## config.mk

```make
export PLATFORM = sky130hd
export DESIGN_NAME = clock_page_replacement_flat
export DESIGN_NICKNAME = d
export VERILOG_FILES = /design/src/rtl/cpr_pkg.sv /design/src/rtl/cpr_stream_if.sv /design/src/rtl/cpr_cell.sv /design/src/rtl/clock_page_replacement.sv /design/src/flat_wrapper.sv
export SDC_FILE = /design/constraint.sdc
export NUM_CORES = 1
export LEC_CHECK = 0
export ABC_AREA = 1
export BUFFER_PORTS_ARGS = -buffer_cell sky130_fd_sc_hd__buf_4
export CAP_MARGIN = 20
export CORE_MARGIN = 1.5
export CORE_UTILIZATION = 50
export CTS_CLUSTER_DIAMETER = 50
export DETAILED_ROUTE_END_ITERATION = 8
export GPL_TIMING_DRIVEN = 0
export PLACE_DENSITY = 0.68
export SYNTH_ARGS = -nofsm -noshare
export SYNTH_HDL_FRONTEND = slang
export SYNTH_SLANG_ARGS = --single-unit
```

## constraint.sdc

```tcl
create_clock -name i_clk -period 3.45 [get_ports i_clk]
set_input_delay 0.345 -clock i_clk [delete_from_list [all_inputs] [get_ports i_clk]]
set_output_delay 0.345 -clock i_clk [all_outputs]
set_load 0.02 [all_outputs]
```

## src/rtl/cpr_pkg.sv

```systemverilog
// ----------------------------------------------------------------------------
// cpr_pkg
// Shared types and constants for the clock page replacement block.
// ----------------------------------------------------------------------------
package cpr_pkg;

    localparam int unsigned CAP_W     = 6;
    localparam int unsigned CAP_RESET = 32;
    localparam int unsigned FAULT_W   = 16;
    localparam logic [FAULT_W-1:0] FAULT_MAX = '1;

    typedef struct packed {
        logic [7:0] page_number;
    } t_req;

    typedef struct packed {
        logic        hit;
        logic [4:0]  frame_index;
        logic        evicted_valid;
        logic [7:0]  evicted_page;
        logic [15:0] fault_total;
    } t_res;

    typedef struct packed {
        logic [CAP_W-1:0] frame_capacity;
    } t_cfg;

    typedef enum logic [2:0] {
        ST_IDLE,
        ST_SEARCH,
        ST_FILL,
        ST_SWEEP,
        ST_RESULT
    } t_state;

    typedef enum logic [1:0] {
        OP_IDLE,
        OP_SEARCH,
        OP_FILL,
        OP_SWEEP
    } t_cell_op;

    typedef struct packed {
        t_cell_op op;
        logic     flush;
        logic     inject;
    } t_cell_ctl;

    typedef struct packed {
        logic tok;
        logic hit;
        logic evict;
        logic pass_next;
        logic pass_wrap;
    } t_cell_stat;

endpackage

```

## src/rtl/cpr_stream_if.sv

```systemverilog
// ----------------------------------------------------------------------------
// cpr_stream_if
// Valid/ready channel carrying one payload of a given type.
// ----------------------------------------------------------------------------
interface cpr_stream_if #(
    parameter type T = logic
) ();
    logic valid;
    logic ready;
    T     data;

    modport source (output valid, output data, input ready);
    modport sink   (input valid, input data, output ready);
endinterface

```

## src/rtl/cpr_cell.sv

```systemverilog
// ----------------------------------------------------------------------------
// cpr_cell
// One page frame: tag, reference bit and the travelling search/sweep token.
// ----------------------------------------------------------------------------
module cpr_cell #(
    parameter int unsigned IDX       = 0,
    parameter int unsigned PAGE_BITS = 8,
    parameter int unsigned POS_W     = 5
) (
    input  logic                   i_clk,
    input  logic                   i_rst_n,
    input  cpr_pkg::t_cell_ctl     i_ctl,
    input  logic [PAGE_BITS-1:0]   i_page,
    input  logic [POS_W-1:0]       i_cap_last,
    input  logic [POS_W-1:0]       i_inject_pos,
    input  logic                   i_tok,
    output cpr_pkg::t_cell_stat    o_stat,
    output logic [PAGE_BITS-1:0]   o_tag
);
    import cpr_pkg::*;

    logic                 r_tok;
    logic                 n_tok;
    logic                 r_ref;
    logic                 n_ref;
    logic [PAGE_BITS-1:0] r_tag;
    logic [PAGE_BITS-1:0] n_tag;
    logic                 pass;
    logic                 hit;
    logic                 evict;
    logic                 is_last;

    assign is_last = (i_cap_last == POS_W'(IDX));

    always_comb begin
        n_ref = r_ref;
        n_tag = r_tag;
        pass  = 1'b0;
        hit   = 1'b0;
        evict = 1'b0;
        unique case (i_ctl.op)
            OP_SEARCH: begin
                if (r_tok) begin
                    if (r_tag == i_page) begin
                        hit   = 1'b1;
                        n_ref = 1'b1;
                    end else begin
                        pass = 1'b1;
                    end
                end
            end
            OP_FILL: begin
                if (r_tok) begin
                    n_tag = i_page;
                    n_ref = 1'b1;
                end
            end
            OP_SWEEP: begin
                if (r_tok) begin
                    if (r_ref) begin
                        n_ref = 1'b0;
                        pass  = 1'b1;
                    end else begin
                        evict = 1'b1;
                        n_tag = i_page;
                        n_ref = 1'b1;
                    end
                end
            end
            default: begin
            end
        endcase
        n_tok = (i_ctl.inject && (i_inject_pos == POS_W'(IDX))) || (i_tok && !i_ctl.flush);
    end

    assign o_stat.tok       = r_tok;
    assign o_stat.hit       = hit;
    assign o_stat.evict     = evict;
    assign o_stat.pass_next = pass && !is_last;
    assign o_stat.pass_wrap = pass && is_last;
    assign o_tag            = evict ? r_tag : '0;

    always_ff @(posedge i_clk) begin
        if (!i_rst_n) begin
            r_tok <= 1'b0;
            r_ref <= 1'b0;
        end else begin
            r_tok <= n_tok;
            r_ref <= n_ref;
        end
    end

    always_ff @(posedge i_clk) begin
        r_tag <= n_tag;
    end

endmodule

```

## src/rtl/clock_page_replacement.sv

```systemverilog
// ----------------------------------------------------------------------------
// clock_page_replacement
// Second-chance page replacement over a row of frame cells.
//
//   Channel     Dir  Payload                                      Handshake
//   i_page_ch   in   page_number                                  valid/ready
//   i_cfg_ch    in   frame_capacity                               valid/ready
//   o_res_ch    out  hit, frame_index, evicted_valid,             valid/ready
//                    evicted_page, fault_total
//
// A reference takes a start step, a search step per frame searched, a fill
// step or, when a full set must evict, a sweep step per frame swept, and a
// result step; the search and sweep follow the token walking the cell row.
// Reset clears all reference bits, the fill count, the hand and the fault
// count at once; the capacity returns to 32.
// A result waits in the output register while the next reference is taken.
// ----------------------------------------------------------------------------
module clock_page_replacement #(
    parameter int unsigned MAX_FRAMES = 32,
    parameter int unsigned PAGE_BITS  = 8
) (
    input  logic          i_clk,
    input  logic          i_rst_n,
    cpr_stream_if.sink    i_page_ch,
    cpr_stream_if.sink    i_cfg_ch,
    cpr_stream_if.source  o_res_ch
);
    import cpr_pkg::*;

    localparam int unsigned FILL_W = $clog2(MAX_FRAMES + 1);
    localparam int unsigned POS_W  = $clog2(MAX_FRAMES);

    t_state               r_state;
    t_state               n_state;
    logic [CAP_W-1:0]     r_cfg_cap;
    logic [FILL_W-1:0]    r_filled;
    logic [FILL_W-1:0]    n_filled;
    logic [POS_W-1:0]     r_hand;
    logic [POS_W-1:0]     n_hand;
    logic [FAULT_W-1:0]   r_fault;
    logic [FAULT_W-1:0]   n_fault;
    logic [PAGE_BITS-1:0] r_page;
    logic [PAGE_BITS-1:0] n_page;
    logic [FILL_W-1:0]    r_cap;
    logic [FILL_W-1:0]    n_cap;
    logic [POS_W-1:0]     r_cap_last;
    logic [POS_W-1:0]     n_cap_last;
    logic [FILL_W-1:0]    r_used;
    logic [FILL_W-1:0]    n_used;
    logic [POS_W-1:0]     r_pos;
    logic [POS_W-1:0]     n_pos;
    logic                 r_res_hit;
    logic                 n_res_hit;
    logic [POS_W-1:0]     r_res_idx;
    logic [POS_W-1:0]     n_res_idx;
    logic                 r_res_ev;
    logic                 n_res_ev;
    logic [PAGE_BITS-1:0] r_res_evpage;
    logic [PAGE_BITS-1:0] n_res_evpage;
    t_res                 r_out;
    logic                 r_out_valid;
    logic                 out_load;

    logic [31:0]          cfg_wide;
    logic [FILL_W-1:0]    cap_c;
    logic [FILL_W-1:0]    used_c;
    logic [POS_W-1:0]     hand_start;
    logic [POS_W-1:0]     pos_wrap;

    t_cell_ctl            cell_ctl;
    logic [POS_W-1:0]     inject_pos;
    t_cell_stat           stat [MAX_FRAMES];
    logic [PAGE_BITS-1:0] tag_vec [MAX_FRAMES];
    logic [MAX_FRAMES-1:0] tok_vec;
    logic [MAX_FRAMES-1:0] hit_vec;
    logic [MAX_FRAMES-1:0] evict_vec;
    logic [MAX_FRAMES-1:0] wrap_vec;
    logic                 wrap_tok;
    logic                 any_hit;
    logic                 any_evict;
    logic [PAGE_BITS-1:0] ev_tag;

    // Cell row. The token moves one cell per cycle and wraps at the last
    // active frame back to frame 0.
    for (genvar g = 0; g < MAX_FRAMES; g++) begin : g_cell
        logic tok_in;
        if (g == 0) begin : g_first
            assign tok_in = wrap_tok;
        end else begin : g_rest
            assign tok_in = stat[g-1].pass_next;
        end

        cpr_cell #(
            .IDX       (g),
            .PAGE_BITS (PAGE_BITS),
            .POS_W     (POS_W)
        ) u_cell (
            .i_clk        (i_clk),
            .i_rst_n      (i_rst_n),
            .i_ctl        (cell_ctl),
            .i_page       (r_page),
            .i_cap_last   (r_cap_last),
            .i_inject_pos (inject_pos),
            .i_tok        (tok_in),
            .o_stat       (stat[g]),
            .o_tag        (tag_vec[g])
        );

        assign tok_vec[g]   = stat[g].tok;
        assign hit_vec[g]   = stat[g].hit;
        assign evict_vec[g] = stat[g].evict;
        assign wrap_vec[g]  = stat[g].pass_wrap;
    end

    assign wrap_tok  = |wrap_vec;
    assign any_hit   = |hit_vec;
    assign any_evict = |evict_vec;

    always_comb begin
        ev_tag = '0;
        for (int i = 0; i < MAX_FRAMES; i++) begin
            ev_tag = ev_tag | tag_vec[i];
        end
    end

    always_comb begin
        cfg_wide = 32'(r_cfg_cap);
        if (cfg_wide == 32'd0) begin
            cap_c = FILL_W'(1);
        end else if (cfg_wide > 32'(MAX_FRAMES)) begin
            cap_c = FILL_W'(MAX_FRAMES);
        end else begin
            cap_c = FILL_W'(cfg_wide);
        end
        used_c     = (r_filled < cap_c) ? r_filled : cap_c;
        hand_start = (FILL_W'(r_hand) >= r_cap) ? '0 : r_hand;
        pos_wrap   = (r_pos == r_cap_last) ? '0 : r_pos + POS_W'(1);
    end

    always_comb begin
        n_state      = r_state;
        n_filled     = r_filled;
        n_hand       = r_hand;
        n_fault      = r_fault;
        n_page       = r_page;
        n_cap        = r_cap;
        n_cap_last   = r_cap_last;
        n_used       = r_used;
        n_pos        = r_pos;
        n_res_hit    = r_res_hit;
        n_res_idx    = r_res_idx;
        n_res_ev     = r_res_ev;
        n_res_evpage = r_res_evpage;
        cell_ctl     = '{op: OP_IDLE, flush: 1'b0, inject: 1'b0};
        inject_pos   = '0;
        out_load     = 1'b0;

        unique case (r_state)
            ST_IDLE: begin
                if (i_page_ch.valid) begin
                    n_page          = PAGE_BITS'(i_page_ch.data.page_number);
                    n_cap           = cap_c;
                    n_cap_last      = POS_W'(cap_c - FILL_W'(1));
                    n_used          = used_c;
                    n_pos           = '0;
                    cell_ctl.inject = 1'b1;
                    n_state         = (used_c == '0) ? ST_FILL : ST_SEARCH;
                end
            end
            ST_SEARCH: begin
                cell_ctl.op = OP_SEARCH;
                if (any_hit) begin
                    n_res_hit    = 1'b1;
                    n_res_idx    = r_pos;
                    n_res_ev     = 1'b0;
                    n_res_evpage = '0;
                    n_state      = ST_RESULT;
                end else if (FILL_W'(r_pos) + FILL_W'(1) == r_used) begin
                    if (r_used < r_cap) begin
                        n_pos   = r_pos + POS_W'(1);
                        n_state = ST_FILL;
                    end else begin
                        cell_ctl.flush  = 1'b1;
                        cell_ctl.inject = 1'b1;
                        inject_pos      = hand_start;
                        n_pos           = hand_start;
                        n_state         = ST_SWEEP;
                    end
                end else begin
                    n_pos = r_pos + POS_W'(1);
                end
            end
            ST_FILL: begin
                cell_ctl.op  = OP_FILL;
                n_filled     = r_used + FILL_W'(1);
                n_fault      = (r_fault == FAULT_MAX) ? r_fault : r_fault + FAULT_W'(1);
                n_res_hit    = 1'b0;
                n_res_idx    = r_pos;
                n_res_ev     = 1'b0;
                n_res_evpage = '0;
                n_state      = ST_RESULT;
            end
            ST_SWEEP: begin
                cell_ctl.op = OP_SWEEP;
                if (any_evict) begin
                    n_fault      = (r_fault == FAULT_MAX) ? r_fault : r_fault + FAULT_W'(1);
                    n_hand       = pos_wrap;
                    n_res_hit    = 1'b0;
                    n_res_idx    = r_pos;
                    n_res_ev     = 1'b1;
                    n_res_evpage = ev_tag;
                    n_state      = ST_RESULT;
                end else begin
                    n_pos = pos_wrap;
                end
            end
            ST_RESULT: begin
                if (!r_out_valid || o_res_ch.ready) begin
                    out_load = 1'b1;
                    n_state  = ST_IDLE;
                end
            end
            default: begin
                n_state = ST_IDLE;
            end
        endcase
    end

    assign i_page_ch.ready = (r_state == ST_IDLE);
    assign i_cfg_ch.ready  = 1'b1;
    assign o_res_ch.valid  = r_out_valid;
    assign o_res_ch.data   = r_out;

    always_ff @(posedge i_clk) begin
        if (!i_rst_n) begin
            r_state     <= ST_IDLE;
            r_cfg_cap   <= CAP_W'(CAP_RESET);
            r_filled    <= '0;
            r_hand      <= '0;
            r_fault     <= '0;
            r_out_valid <= 1'b0;
        end else begin
            r_state  <= n_state;
            r_filled <= n_filled;
            r_hand   <= n_hand;
            r_fault  <= n_fault;
            if (i_cfg_ch.valid) begin
                r_cfg_cap <= i_cfg_ch.data.frame_capacity;
            end
            r_out_valid <= out_load || (r_out_valid && !o_res_ch.ready);
        end
    end

    always_ff @(posedge i_clk) begin
        r_page       <= n_page;
        r_cap        <= n_cap;
        r_cap_last   <= n_cap_last;
        r_used       <= n_used;
        r_pos        <= n_pos;
        r_res_hit    <= n_res_hit;
        r_res_idx    <= n_res_idx;
        r_res_ev     <= n_res_ev;
        r_res_evpage <= n_res_evpage;
        if (out_load) begin
            r_out.hit           <= r_res_hit;
            r_out.frame_index   <= 5'(r_res_idx);
            r_out.evicted_valid <= r_res_ev;
            r_out.evicted_page  <= 8'(r_res_evpage);
            r_out.fault_total   <= r_fault;
        end
    end

    a_one_token: assert property (@(posedge i_clk) disable iff (!i_rst_n)
        (r_state == ST_SEARCH || r_state == ST_FILL || r_state == ST_SWEEP)
            |-> $onehot(tok_vec))
        else $error("token count in cell row is not one while a reference is active");

    a_no_token_idle: assert property (@(posedge i_clk) disable iff (!i_rst_n)
        (r_state == ST_IDLE || r_state == ST_RESULT) |-> (tok_vec == '0))
        else $error("stray token in cell row between references");

    a_single_hit: assert property (@(posedge i_clk) disable iff (!i_rst_n)
        $onehot0({hit_vec, evict_vec}))
        else $error("more than one cell reported a hit or an eviction");

    a_evict_in_sweep: assert property (@(posedge i_clk) disable iff (!i_rst_n)
        any_evict |-> (r_state == ST_SWEEP))
        else $error("eviction reported outside a sweep");

    a_fill_bound: assert property (@(posedge i_clk) disable iff (!i_rst_n)
        r_filled <= FILL_W'(MAX_FRAMES))
        else $error("fill count exceeds the number of frames");

endmodule

```

## src/flat_wrapper.sv

```systemverilog
// flat-port wrapper written by rule: the top's interface ports become plain ports
module clock_page_replacement_flat import cpr_pkg::*;
#(
    parameter int unsigned MAX_FRAMES = 32,
    parameter int unsigned PAGE_BITS  = 8
)
  (i_clk, i_rst_n, i_page_ch_valid, i_page_ch_data, i_page_ch_ready, i_cfg_ch_valid, i_cfg_ch_data, i_cfg_ch_ready, o_res_ch_valid, o_res_ch_data, o_res_ch_ready);
  cpr_stream_if #(.T(t_req)) i_page_ch_i ();
  cpr_stream_if #(.T(t_cfg)) i_cfg_ch_i ();
  cpr_stream_if #(.T(t_res)) o_res_ch_i ();
  input  logic i_clk;
  input  logic i_rst_n;
  input wire logic [$bits(i_page_ch_i.valid)-1:0] i_page_ch_valid;
  input wire logic [$bits(i_page_ch_i.data)-1:0] i_page_ch_data;
  output wire logic [$bits(i_page_ch_i.ready)-1:0] i_page_ch_ready;
  input wire logic [$bits(i_cfg_ch_i.valid)-1:0] i_cfg_ch_valid;
  input wire logic [$bits(i_cfg_ch_i.data)-1:0] i_cfg_ch_data;
  output wire logic [$bits(i_cfg_ch_i.ready)-1:0] i_cfg_ch_ready;
  output wire logic [$bits(o_res_ch_i.valid)-1:0] o_res_ch_valid;
  output wire logic [$bits(o_res_ch_i.data)-1:0] o_res_ch_data;
  input wire logic [$bits(o_res_ch_i.ready)-1:0] o_res_ch_ready;
  assign i_page_ch_i.valid = i_page_ch_valid;
  assign i_page_ch_i.data = i_page_ch_data;
  assign i_page_ch_ready = i_page_ch_i.ready;
  assign i_cfg_ch_i.valid = i_cfg_ch_valid;
  assign i_cfg_ch_i.data = i_cfg_ch_data;
  assign i_cfg_ch_ready = i_cfg_ch_i.ready;
  assign o_res_ch_valid = o_res_ch_i.valid;
  assign o_res_ch_data = o_res_ch_i.data;
  assign o_res_ch_i.ready = o_res_ch_ready;
  clock_page_replacement #(.MAX_FRAMES(MAX_FRAMES), .PAGE_BITS(PAGE_BITS)) u_core (.i_clk(i_clk), .i_rst_n(i_rst_n), .i_page_ch(i_page_ch_i), .i_cfg_ch(i_cfg_ch_i), .o_res_ch(o_res_ch_i));
endmodule
```

### Word level (Yosys, flattened, before mapping)

Index checks and enable logic that the tools add are counted.

| storage, ports and cells | value |
|---|---|
| flip-flop bits (word level) | 433 |
| input port bits | 19 |
| output and inout port bits | 34 |

| operators by class | value |
|---|---|
| add/sub/neg operators | 5 |
| $lt $le $gt $ge | 4 |
| equality and inequality tests | 271 |
| mux-type cells | 719 |
| bitwise operators | 31 |
| reduce and logical (&&, ||, !) cells | 279 |

Operators with widths:

| kind | number |
|---|---|
| two-way mux 8 bit | 130 |
| case mux 8 bit (2 select lines) | 32 |
| two-way mux 1 bit | 457 |
| != test 2 bit (second input constant) | 163 |
| == test 8 bit | 32 |
| OR 8 bit | 31 |
| == test 5 bit (second input constant) | 32 |
| AND reduction 5 bit | 32 |
| AND reduction 4 bit | 34 |
| logical AND 1 bit | 128 |
| case mux 1 bit (3 select lines) | 34 |
| OR reduction 32 bit | 3 |
| == test 5 x 4 -> 1 bit (second input constant) | 16 |
| case mux 1 bit (2 select lines) | 33 |
| two-way mux 5 bit | 13 |
| == test 5 x 3 -> 1 bit (second input constant) | 8 |
| logical NOT 1 bit | 34 |
| logical OR 1 bit | 34 |
| two-way mux 16 bit | 2 |
| case mux 16 bit (2 select lines) | 1 |
| case mux 5 bit (3 select lines) | 2 |
| case mux 8 bit (3 select lines) | 1 |
| == test 5 x 2 -> 1 bit (second input constant) | 4 |
| two-way mux 6 bit | 3 |
| other kinds (30) | 50 |

### Longest topological paths before layout

Gate-level depths: netlist of the first run.

| logic depth | value |
|---|---|
| depth after elaboration | 38 |
| depth in mapped cells | 19 |

### Modules after synthesis

A second synthesis of the first run with hierarchy kept.

| unflattened totals | value |
|---|---|
| cells, all modules | 3599 |
| area, all modules | 27353.7 µm² |

By module, submodules not included:

| module | instances | cells an instance | area an instance (µm²) | seq. area each (µm²) |
|---|---|---|---|---|
| clock_page_replacement | 1 | 666 | 5930.7 | 3022.9 |
| cpr_cell at u_core.g_cell[18].u_cell ... | 3 | 92 | 678.2 | 280.3 |
| cpr_cell at u_core.g_cell[10].u_cell ... | 3 | 92 | 676.9 | 280.3 |
| cpr_cell at u_core.g_cell[25].u_cell ... | 2 | 94 | 685.7 | 280.3 |
| cpr_cell at u_core.g_cell[13].u_cell ... | 2 | 94 | 684.4 | 280.3 |
| cpr_cell at u_core.g_cell[5].u_cell ... | 2 | 92 | 681.9 | 280.3 |
| cpr_cell at u_core.g_cell[21].u_cell ... | 2 | 94 | 680.7 | 280.3 |
| cpr_cell at u_core.g_cell[23].u_cell ... | 2 | 91 | 675.6 | 280.3 |
| cpr_cell at u_core.g_cell[29].u_cell ... | 2 | 90 | 673.1 | 280.3 |
| cpr_cell at u_core.g_cell[0].u_cell ... | 2 | 90 | 669.4 | 280.3 |
| cpr_cell at u_core.g_cell[1].u_cell ... | 2 | 92 | 646.9 | 280.3 |
| cpr_cell at u_core.g_cell[4].u_cell ... | 2 | 90 | 644.4 | 280.3 |
| cpr_cell at u_core.g_cell[11].u_cell | 1 | 91 | 673.1 | 280.3 |
| cpr_cell at u_core.g_cell[12].u_cell | 1 | 92 | 671.9 | 280.3 |
| 6 more rows | -- | -- | -- | -- |

### Worst setup path after synthesis of the first run

Ideal clock, no wire load.

| path | value |
|---|---|
| kind | register -> register |
| from | reg u_core.r_page[1] |
| to | reg u_core.r_res_ev (enable) |
| setup time | 0.359 ns |
| data arrival time | 2.419 ns |
| setup slack | 0.672 ns |
| stages on the path, launching flop included | 17 |
| cell sequence | edfxtp_1 buf_2 clkbuf_1 nand2_1 nand2_1 nand3_1 nor2_1 nand3_1 nand2_1 nor2_1 nand2_1 nor2_1 nand2_1 nor2_4 nor2_1 nand2_1 inv_1 |

| on the way | value |
|---|---|
| longest elaborated chain between the ends | 7 |
| elaborated cells on any way between the ends | 131 |
| those cells by class | eq/ne (33); mux (96); reduce/logical (2) |

RTL lines:

| item | line | RTL |
|---|---|---|
| from (decl) | clock_page_replacement.sv:42 | `logic [PAGE_BITS-1:0] r_page;` |
| from (signal assigned) | clock_page_replacement.sv:255 | `r_page <= n_page;` |
| == test 8 bit | cpr_cell.sv:44 | `if (r_tag == i_page) begin` |
| two-way mux 1 bit | cpr_cell.sv:44 |  |
| two-way mux 1 bit | cpr_cell.sv:43 | `if (r_tok) begin` |
| two-way mux 1 bit | cpr_cell.sv:41 | `unique case (i_ctl.op)` |
| OR reduction 32 bit (*) | clock_page_replacement.sv:116 | `assign any_hit = \|hit_vec;` |
| != test 2 x 1 -> 1 bit (no source line) (*) | -- |  |
| AND reduction 3 bit (no source line) (*) | -- |  |
| to (signal assigned) | clock_page_replacement.sv:262 | `r_res_ev <= n_res_ev;` |
| to (decl) | clock_page_replacement.sv:56 | `logic r_res_ev;` |

Every way passes the cells marked *; elsewhere a longest branch is shown, timed or not.
A chain may end at the register's enable or synchronous reset.

### Worst setup path in the final report of the first run

| path | value |
|---|---|
| from | reg u_core.r_state[1] |
| to | reg u_core.r_res_evpage[5] (data pin) |

| on the way | value |
|---|---|
| longest elaborated chain between the ends | 38 |
| elaborated cells on any way between the ends | 102 |
| those cells by class | eq/ne (4); mux (67); bitwise (31) |

RTL lines:

| item | line | RTL |
|---|---|---|
| from (decl) | clock_page_replacement.sv:33 | `t_state r_state;` |
| from (signal assigned) | clock_page_replacement.sv:243 | `r_state <= n_state;` |
| == test 3 x 2 -> 1 bit or == test 3 x 1 -> 1 bit (tied branches) | clock_page_replacement.sv:158 | `unique case (r_state)` |
| case mux 2 bit (3 select lines) | clock_page_replacement.sv:158 |  |
| == test 2 bit | cpr_cell.sv:41 |  |
| two-way mux 1 bit | cpr_cell.sv:41 |  |
| two-way mux 8 bit | cpr_cell.sv:81 | `assign o_tag = evict ? r_tag : '0;` |
| OR 8 bit (31 in series) | clock_page_replacement.sv:122 | `ev_tag = ev_tag \| tag_vec[i];` |
| two-way mux 8 bit | clock_page_replacement.sv:205 | `if (any_evict) begin` |
| case mux 8 bit (3 select lines) (*) | clock_page_replacement.sv:158 |  |
| to (signal assigned) | clock_page_replacement.sv:263 | `r_res_evpage <= n_res_evpage;` |
| to (decl) | clock_page_replacement.sv:58 | `logic [PAGE_BITS-1:0] r_res_evpage;` |

Every way passes the cells marked *; elsewhere a longest branch is shown, timed or not. The select of a mux whose other input is x is not followed.

==> impl_metrics.json, run 1 <==
{
  "status": "complete, but fails checks",
  "violations": "setup timing",
  "portBuffers": 50,
  "endpoint_kind": "register",
  "powerDensity_nw_per_um2": 621.3,
  "path_max_fanout": 10,
  "setup_viol": 8,
  "crit_path_cell_trace": "buf_2 > inv_1 > nor2_4 > clkbuf_4 > nand3_1 > nor2_1 > a221oi_1 > nand3_1 > nor4_1 > nand3_1",
  "routed_wirelength_mm": 99.27,
  "whs_path_depth": 3,
  "syn-cell-area_um2": 24620,
  "antenna_found_initial": 0,
  "dominantRegCellSynth": "edfxtp_1",
  "setup_ws_ns": -0.03963,
  "crit_path_frequent_cell": "nand3_1",
  "synth_commonest_cells": "nand2_1 (999), inv_1 (411), edfxtp_1 (332)",
  "dp_hpwl_mm": 76.06,
  "syn_inst": 3137,
  "r2r_slack_ns": -0.04,
  "via_per_inst": 5.922,
  "vdd_drop_max_mv": 0.7211,
  "dieWidth_um": 224.9,
  "cts_made_buffers": 54,
  "path_buf_inv": 3,
  "htree_levels": 2,
  "synth_nets": 3175,
  "yosysMostFrequentCell": "nand2_1",
  "tns_ns": -0.1580,
  "post-route-drc-count": 0,
  "hold_end": "u_core.r_cfg_cap[4]$_SDFFE_PN0P_",
  "p_leak_nw": 11.85,
  "cts_tree": "yes",
  "yosys-top-cells-area": "edfxtp_1 (40%), nand2_1 (15%), dfxtp_1 (8.2%)",
  "clockBufferDepth": 3,
  "cp_slowest_stage_delay_ns": 0.55,
  "cts.clk_slew.worst_paths_ns": 0.06,
  "clk_latency_ns": 0.63,
  "yosysTopAreaCell": "edfxtp_1",
  "pin_count": 53,
  "floorplan.initialDensity_pct": 50.50,
  "drive_gt1_share_pct": 12.20,
  "synth-edff-count": 332,
  "r2r_cells": 10,
  "critical_path.slowest_cell": "a221oi_1",
  "synth-async-reset-ratio_pct": 0,
  "worstMarginPinSlew_ns": 1.138,
  "rr_startpoint": "u_core.r_state[1]$_SDFFE_PN0P_",
  "clock-sinks": 433,
  "start_kind": "register",
  "die_y_um": 224.9,
  "path_class": "register to register",
  "highest_layer": "met4",
  "grt_pass1_wl_mm": 141.2,
  "dieArea_um2": 50580,
  "slew_violations": 0,
  "num_vias": 23793,
  "synth_top_area_share_pct": 40.50,
  "num_rows": 81,
  "dr_wl_met3_mm": 12.58,
  "yosysWarnings": 0,
  "hp-start": "i_cfg_ch_data[4]",
  "cp.required_ns": 3.75,
  "drv_cap": 0,
  "grt_pass1_vias": 21840,
  "core_area_um2": 48750,
  "rsz0062_at_grt": "yes",
  "place.gp.congestion": 1.048,
  "post_synth_num_cell_types": 50,
  "min_path_type": "input pin to register",
  "yosysSeqAreaShare_pct": 48.71,
  "dr.pass1.iters": 6,
  "min_period_ns": 3.490,
  "ant_nets": 0,
  "slew_headroom_pct": 24.12,
  "fin_skew_ns": 0.02004,
  "postSynthAreaPerCell_um2": 7.848,
  "cp.arrival_ns": 3.79,
  "drt_iter0_markers": 3226,
  "cts-root-buf": "clkbuf_16",
  "syn2layout_area_growth_pct": 18.16,
  "wl_met2_mm": 42.05,
  "synth_seq_cells": 433,
  "worstReg2RegEnd": "u_core.r_res_evpage[5]$_SDFFCE_PP0P_",
  "layout.nets": 3347,
  "drt-met1-wl_mm": 39.46,
  "crit_family": "simple AND/OR/NAND/NOR gates",
  "grt-ovfl-total": 0,
  "gr-usage-all-layers_pct": 39.02,
  "grt_max_degree": 27,
  "pre_cts_ws_ns": -1.167,
  "final_hold_viol_count": 0,
  "clock.fmax_ghz": 0.2866,
  "wl_per_cell_um": 24.71,
  "fin_crit_sh_pct": 101.1
}
power by group:
part / internal [mW] / total (mW) / switching [mW]
logic: 1.56 / 5.59 / 4.03
registers: 6.27 / 6.57 / 0.297
clock network: 3.55 / 5.92 / 2.37
sequential cells by signal, summed over array words and instances (netlist names), 8 cells and up:
| name | flops |
|---|---|
| u_core.g_cell.u_cell.r_tok | 32 |
| u_core.r_fault | 16 |
| u_core.r_page | 8 |
| u_core.g_cell.u_cell.r_tag | 256 |
| u_core.r_res_evpage | 8 |
| u_core.o_res_ch.data | 31 |
| u_core.g_cell.u_cell.r_ref | 32 |
how the worst max path moves through the flow:
| stage | from | cells after the start | end | slack [ns] |
|---|---|---|---|---|
| 2_1_floorplan | u_core.r_page[1]$_DFFE_PP_ | 16 | u_core.r_res_ev$_DFFE_PP_ | 0.67 |
| 3_3_place_gp | u_core.r_page[6]$_DFFE_PP_ | 16 | u_core.r_res_evpage[5]$_SDFFCE_PP0P_ | -1.34 |
| 3_5_place_dp | u_core.r_page[5]$_DFFE_PP_ | 17 | u_core.r_res_evpage[5]$_SDFFCE_PP0P_ | -1.17 |
| 4_1_cts | u_core.r_state[1]$_SDFFE_PN0P_ | 8 | u_core.g_cell[12].u_cell.r_tag[4]$_DFFE_PP_ | -0.02 |
| 5_1_grt | u_core.r_page[1]$_DFFE_PP_ | 20 | u_core.g_cell[5].u_cell.r_tok$_SDFF_PN0_ | -0.05 |
| 6_report | u_core.r_state[1]$_SDFFE_PN0P_ | 10 | u_core.r_res_evpage[5]$_SDFFCE_PP0P_ | -0.04 |
logic make-up after synthesis:
logic type | count (synthesis) | share of synthesized area [%]
xor gates and xnor gates | 117 | 4.162
AOI/OAI and AO/OA | 364 | 8.848
and+or+nand+nor | 1675 | 28.56
other | 1 | 0.01523
adders and majority gates | 19 | 0.9657
buffers and inverters | 528 | 8.742
DFF | 433 | 48.71
worst register-to-register path, cell delays in order (launching register included):
cell and delay, ns:
dfxtp_1 0.29, buf_2 0.20, inv_1 0.23, nor2_4 0.13, clkbuf_4 0.26, nand3_1 0.29
nor2_1 0.08, a221oi_1 0.55, nand3_1 0.36, nor4_1 0.49, nand3_1 0.30
stage by stage:
stage / total power [mW] / cells / cell area [um^2] / util (%) / hold slack (ns)
4_1_cts: 17.65 / 4005 / 28510 / 58.48 / 0.006906
5_1_grt: 18.63 / 4016 / 29090 / 59.66 / 0.05110
3_5_place_dp: 11.66 / 3881 / 26270 / 53.89 / 0.4052
6_report: 18.07 / 4018 / 29090 / 59.68 / 0.03288
3_3_place_gp: 11.41 / 3851 / 25820 / 52.98 / 0.4008
2_1_floorplan: 9.527 / 3137 / 24620 / - / 0.4003
timing repair:
item,CTS,global route
setup buffers,11,13
hold buffers,14,0
endpoints found under the setup margin,261,251
gates resized for setup,42,126
endpoints found under the hold margin,13,0
pin swaps,2,8
metal layers:
layer	global-route usage [%]	vias to the layer above
met5	0	-
met4	18.38	0
met3	9.257	269
met2	58.24	1639
met1	53.54	11216
li1	-	10669
cells in the final DEF, fill, tap and decap left out, types with 7 or more instances in the layout:
cell type,n
dlygate4sd3_1,14
clkinv_1,8
nand3b_1,15
nor2_4,15
buf_2,30
nor2_1,282
o21ai_0,101
nor3_1,36
nand3_2,9
clkbuf_1,30
clkbuf_16,58
ha_1,19
inv_2,17
clkbuf_4,10
buf_12,7
nor4_1,10
nand2_1,995
clkinv_2,7
and2_1,7
nand3_1,149
o22ai_1,35
inv_1,409
nand4_1,59
o221ai_1,13
xnor2_1,90
nor3_4,13
o2111ai_1,7
a221oi_1,22
buf_16,7
xor2_1,27
buf_6,18
a211oi_1,30
nor3_2,25
nor2_2,37
dfxtp_1,100
buf_4,95
edfxtp_1,332
a21oi_1,123
final cells by class:
| cell class | instances | area [um^2] |
|---|---|---|
| diodes | 2 | 5.005 |
| flip-flops and latches | 433 | 11990 |
| clock buffers | 68 | 1509 |
| clock inverters | 31 | 335.3 |
| multi-input cells | 2176 | 10990 |
| fillers | 4287 | 19660 |
| well taps | 664 | 830.8 |
| repair buffers | 118 | 1122 |
| inverters | 431 | 1635 |
| plain buffers | 95 | 666.9 |
Power figures use the tool's default switching activity.
==> inputs of run 2 (changes only) <==
- BUFFER_PORTS_ARGS: -buffer_cell sky130_fd_sc_hd__buf_4 -> -buffer_cell sky130_fd_sc_hd__buf_2
- SLEW_MARGIN: unset -> 25
==> impl_metrics.json, run 2 (synthesis results as in run 1) <==
{
  "final_cell_mix": "nand2_1 (994), inv_1 (408), edfxtp_1 (332)",
  "dieArea_um2": 50580,
  "drive_gt1_share_pct": 12.61,
  "routed_wirelength_mm": 101.6,
  "finalHoldWorstSlack_ns": 0.03179,
  "drv_cap": 0,
  "reg_top3": "u_core.g_cell.u_cell.r_tag: 256 flops, u_core.g_cell.u_cell.r_ref: 32 flops, u_core.g_cell.u_cell.r_tok: 32 flops",
  "pre_cts_ws_ns": -1.068,
  "final_hold_viol_count": 0,
  "rsz0062_at_grt": "yes",
  "grt_pass1_vias": 21881,
  "ff_latch_area_um2": 11990,
  "dr.pass1.iters": 8,
  "vdd_drop_max_mv": 0.6582,
  "layout_commonest_cell": "nand2_1",
  "core_area_um2": 48750,
  "htree_levels": 2,
  "grt-ovfl-total": 0,
  "status": "complete, but fails checks",
  "clk_latency_ns": 0.64,
  "ant_nets": 0,
  "largest_register_ffs": 256,
  "portBuffers": 50,
  "worstMarginPinSlew_ns": 1.149,
  "powerDensity_nw_per_um2": 640.3,
  "grt_max_degree": 26,
  "setup_viol": 13,
  "cts-root-buf": "clkbuf_16",
  "fin_skew_ns": 0.02158,
  "regMostFlops": "u_core.g_cell.u_cell.r_tag",
  "drt_iter0_markers": 3290,
  "via_per_inst": 5.859,
  "num_rows": 81,
  "layout.nets": 3358,
  "die_y_um": 224.9,
  "post-route-drc-count": 0,
  "syn2layout_area_growth_pct": 19.09,
  "p_leak_nw": 11.96,
  "setup_ws_ns": -0.03204,
  "dieWidth_um": 224.9,
  "clockBufferDepth": 3,
  "start_kind": "register",
  "pin_count": 53,
  "dp_hpwl_mm": 77.92,
  "clock-sinks": 433,
  "dp.cells": 3882,
  "min_path_type": "input pin to register",
  "gr-usage-all-layers_pct": 40.01,
  "min_period_ns": 3.482,
  "endpoint_kind": "register",
  "cp.arrival_ns": 4.03,
  "clock.fmax_ghz": 0.2872,
  "fin_crit_sh_pct": 100.9,
  "multiInputGateArea_um2": 11010,
  "path_class": "register to register",
  "grt_pass1_wl_mm": 144.0,
  "antenna_found_initial": 1,
  "cp.required_ns": 4.00,
  "instances_no_fill": 4036,
  "num_vias": 23646,
  "slew_violations": 0,
  "wl_per_cell_um": 25.17,
  "fillers": 4338,
  "place.gp.congestion": 1.038,
  "violations": "setup timing",
  "floorplan.initialDensity_pct": 50.50,
  "cts_made_buffers": 59,
  "cts_tree": "yes",
  "slew_headroom_pct": 23.40,
  "path_max_fanout": 10,
  "cts.clk_slew.worst_paths_ns": 0.06
}
## run 2: final cells by class
cell class	instances	share of cell area (%)
flip-flops and latches	433	40.90
multi-input cells	2176	37.54
inverters	431	5.586
clock buffers	69	5.343
repair buffers	124	3.619
well taps	664	2.834
plain buffers	95	2.415
clock inverters	43	1.750
diodes	1	0.008535
## run 2: repair_timing
item                                    4_1_cts  5_1_grt
buffers inserted                             13       15
hold buffers                                 15        0
resized for setup                            72       90
endpoints found under the hold margin        14        0
endpoints found under the setup margin      264      153
pin swaps                                     6        9
## run 2: stage by stage
step	TNS (ns)	power (mW)	utilization [%]	area, um^2
final	-0.1769	18.77	60.14	29320
after global routing	-0.3548	19.32	60.14	29320
after CTS	0	18.36	59.31	28910
after detailed placement	-72.59	11.70	53.84	26250
after global placement	-219.77	11.42	52.72	25700
after floorplan	0	9.527	-	24620
## run 2: where the power goes
group / switching, mW / total (mW) / internal (mW) / leakage [nW]
clock network: 2.57 / 6.53 / 3.96 / 1.01
registers: 0.299 / 6.57 / 6.27 / 3.83
logic: 4.08 / 5.68 / 1.60 / 7.12
total: 6.95 / 18.8 / 11.8 / 12.0
## run 2: final timing paths
check                                       startpoint                                 end  slack, ns  cells past startpoint
setup / recovery        u_core.r_state[0]$_SDFFE_PN0P_     u_core.r_fault[14]$_SDFFE_PN0P_      -0.03                     15
hold / removal                          o_res_ch_ready    u_core.o_res_ch.valid$_SDFF_PN0_       0.03                      4
hold reg to reg   u_core.r_res_evpage[7]$_SDFFCE_PP0P_  u_core.o_res_ch.data[23]$_DFFE_PP_       0.42                      0
setup reg to reg        u_core.r_state[0]$_SDFFE_PN0P_     u_core.r_fault[14]$_SDFFE_PN0P_      -0.03                     15
## run 2: critical path, cell delays in order, from the launching register on
cell and delay (ns):
dfxtp_1 0.49, inv_2 0.08, nor2_4 0.36, nand2_2 0.16
buf_6 0.22, nor3_4 0.59, inv_2 0.20, nand4_1 0.30
nor3_4 0.11, buf_4 0.16, nand3_4 0.12, nand2_4 0.12
inv_2 0.13, buf_6 0.15, nand2_1 0.05, a21oi_1 0.14
## run 2: routing by layer
layer / vias to the layer above / global-route usage (%) / routed length, um
li1: 10685 / - / -
met1: 11151 / 54.91 / 40730
met2: 1548 / 59.61 / 43310
met3: 262 / 9.270 / 12500
met4: 0 / 19.44 / 5062
met5: - / 0 / 0
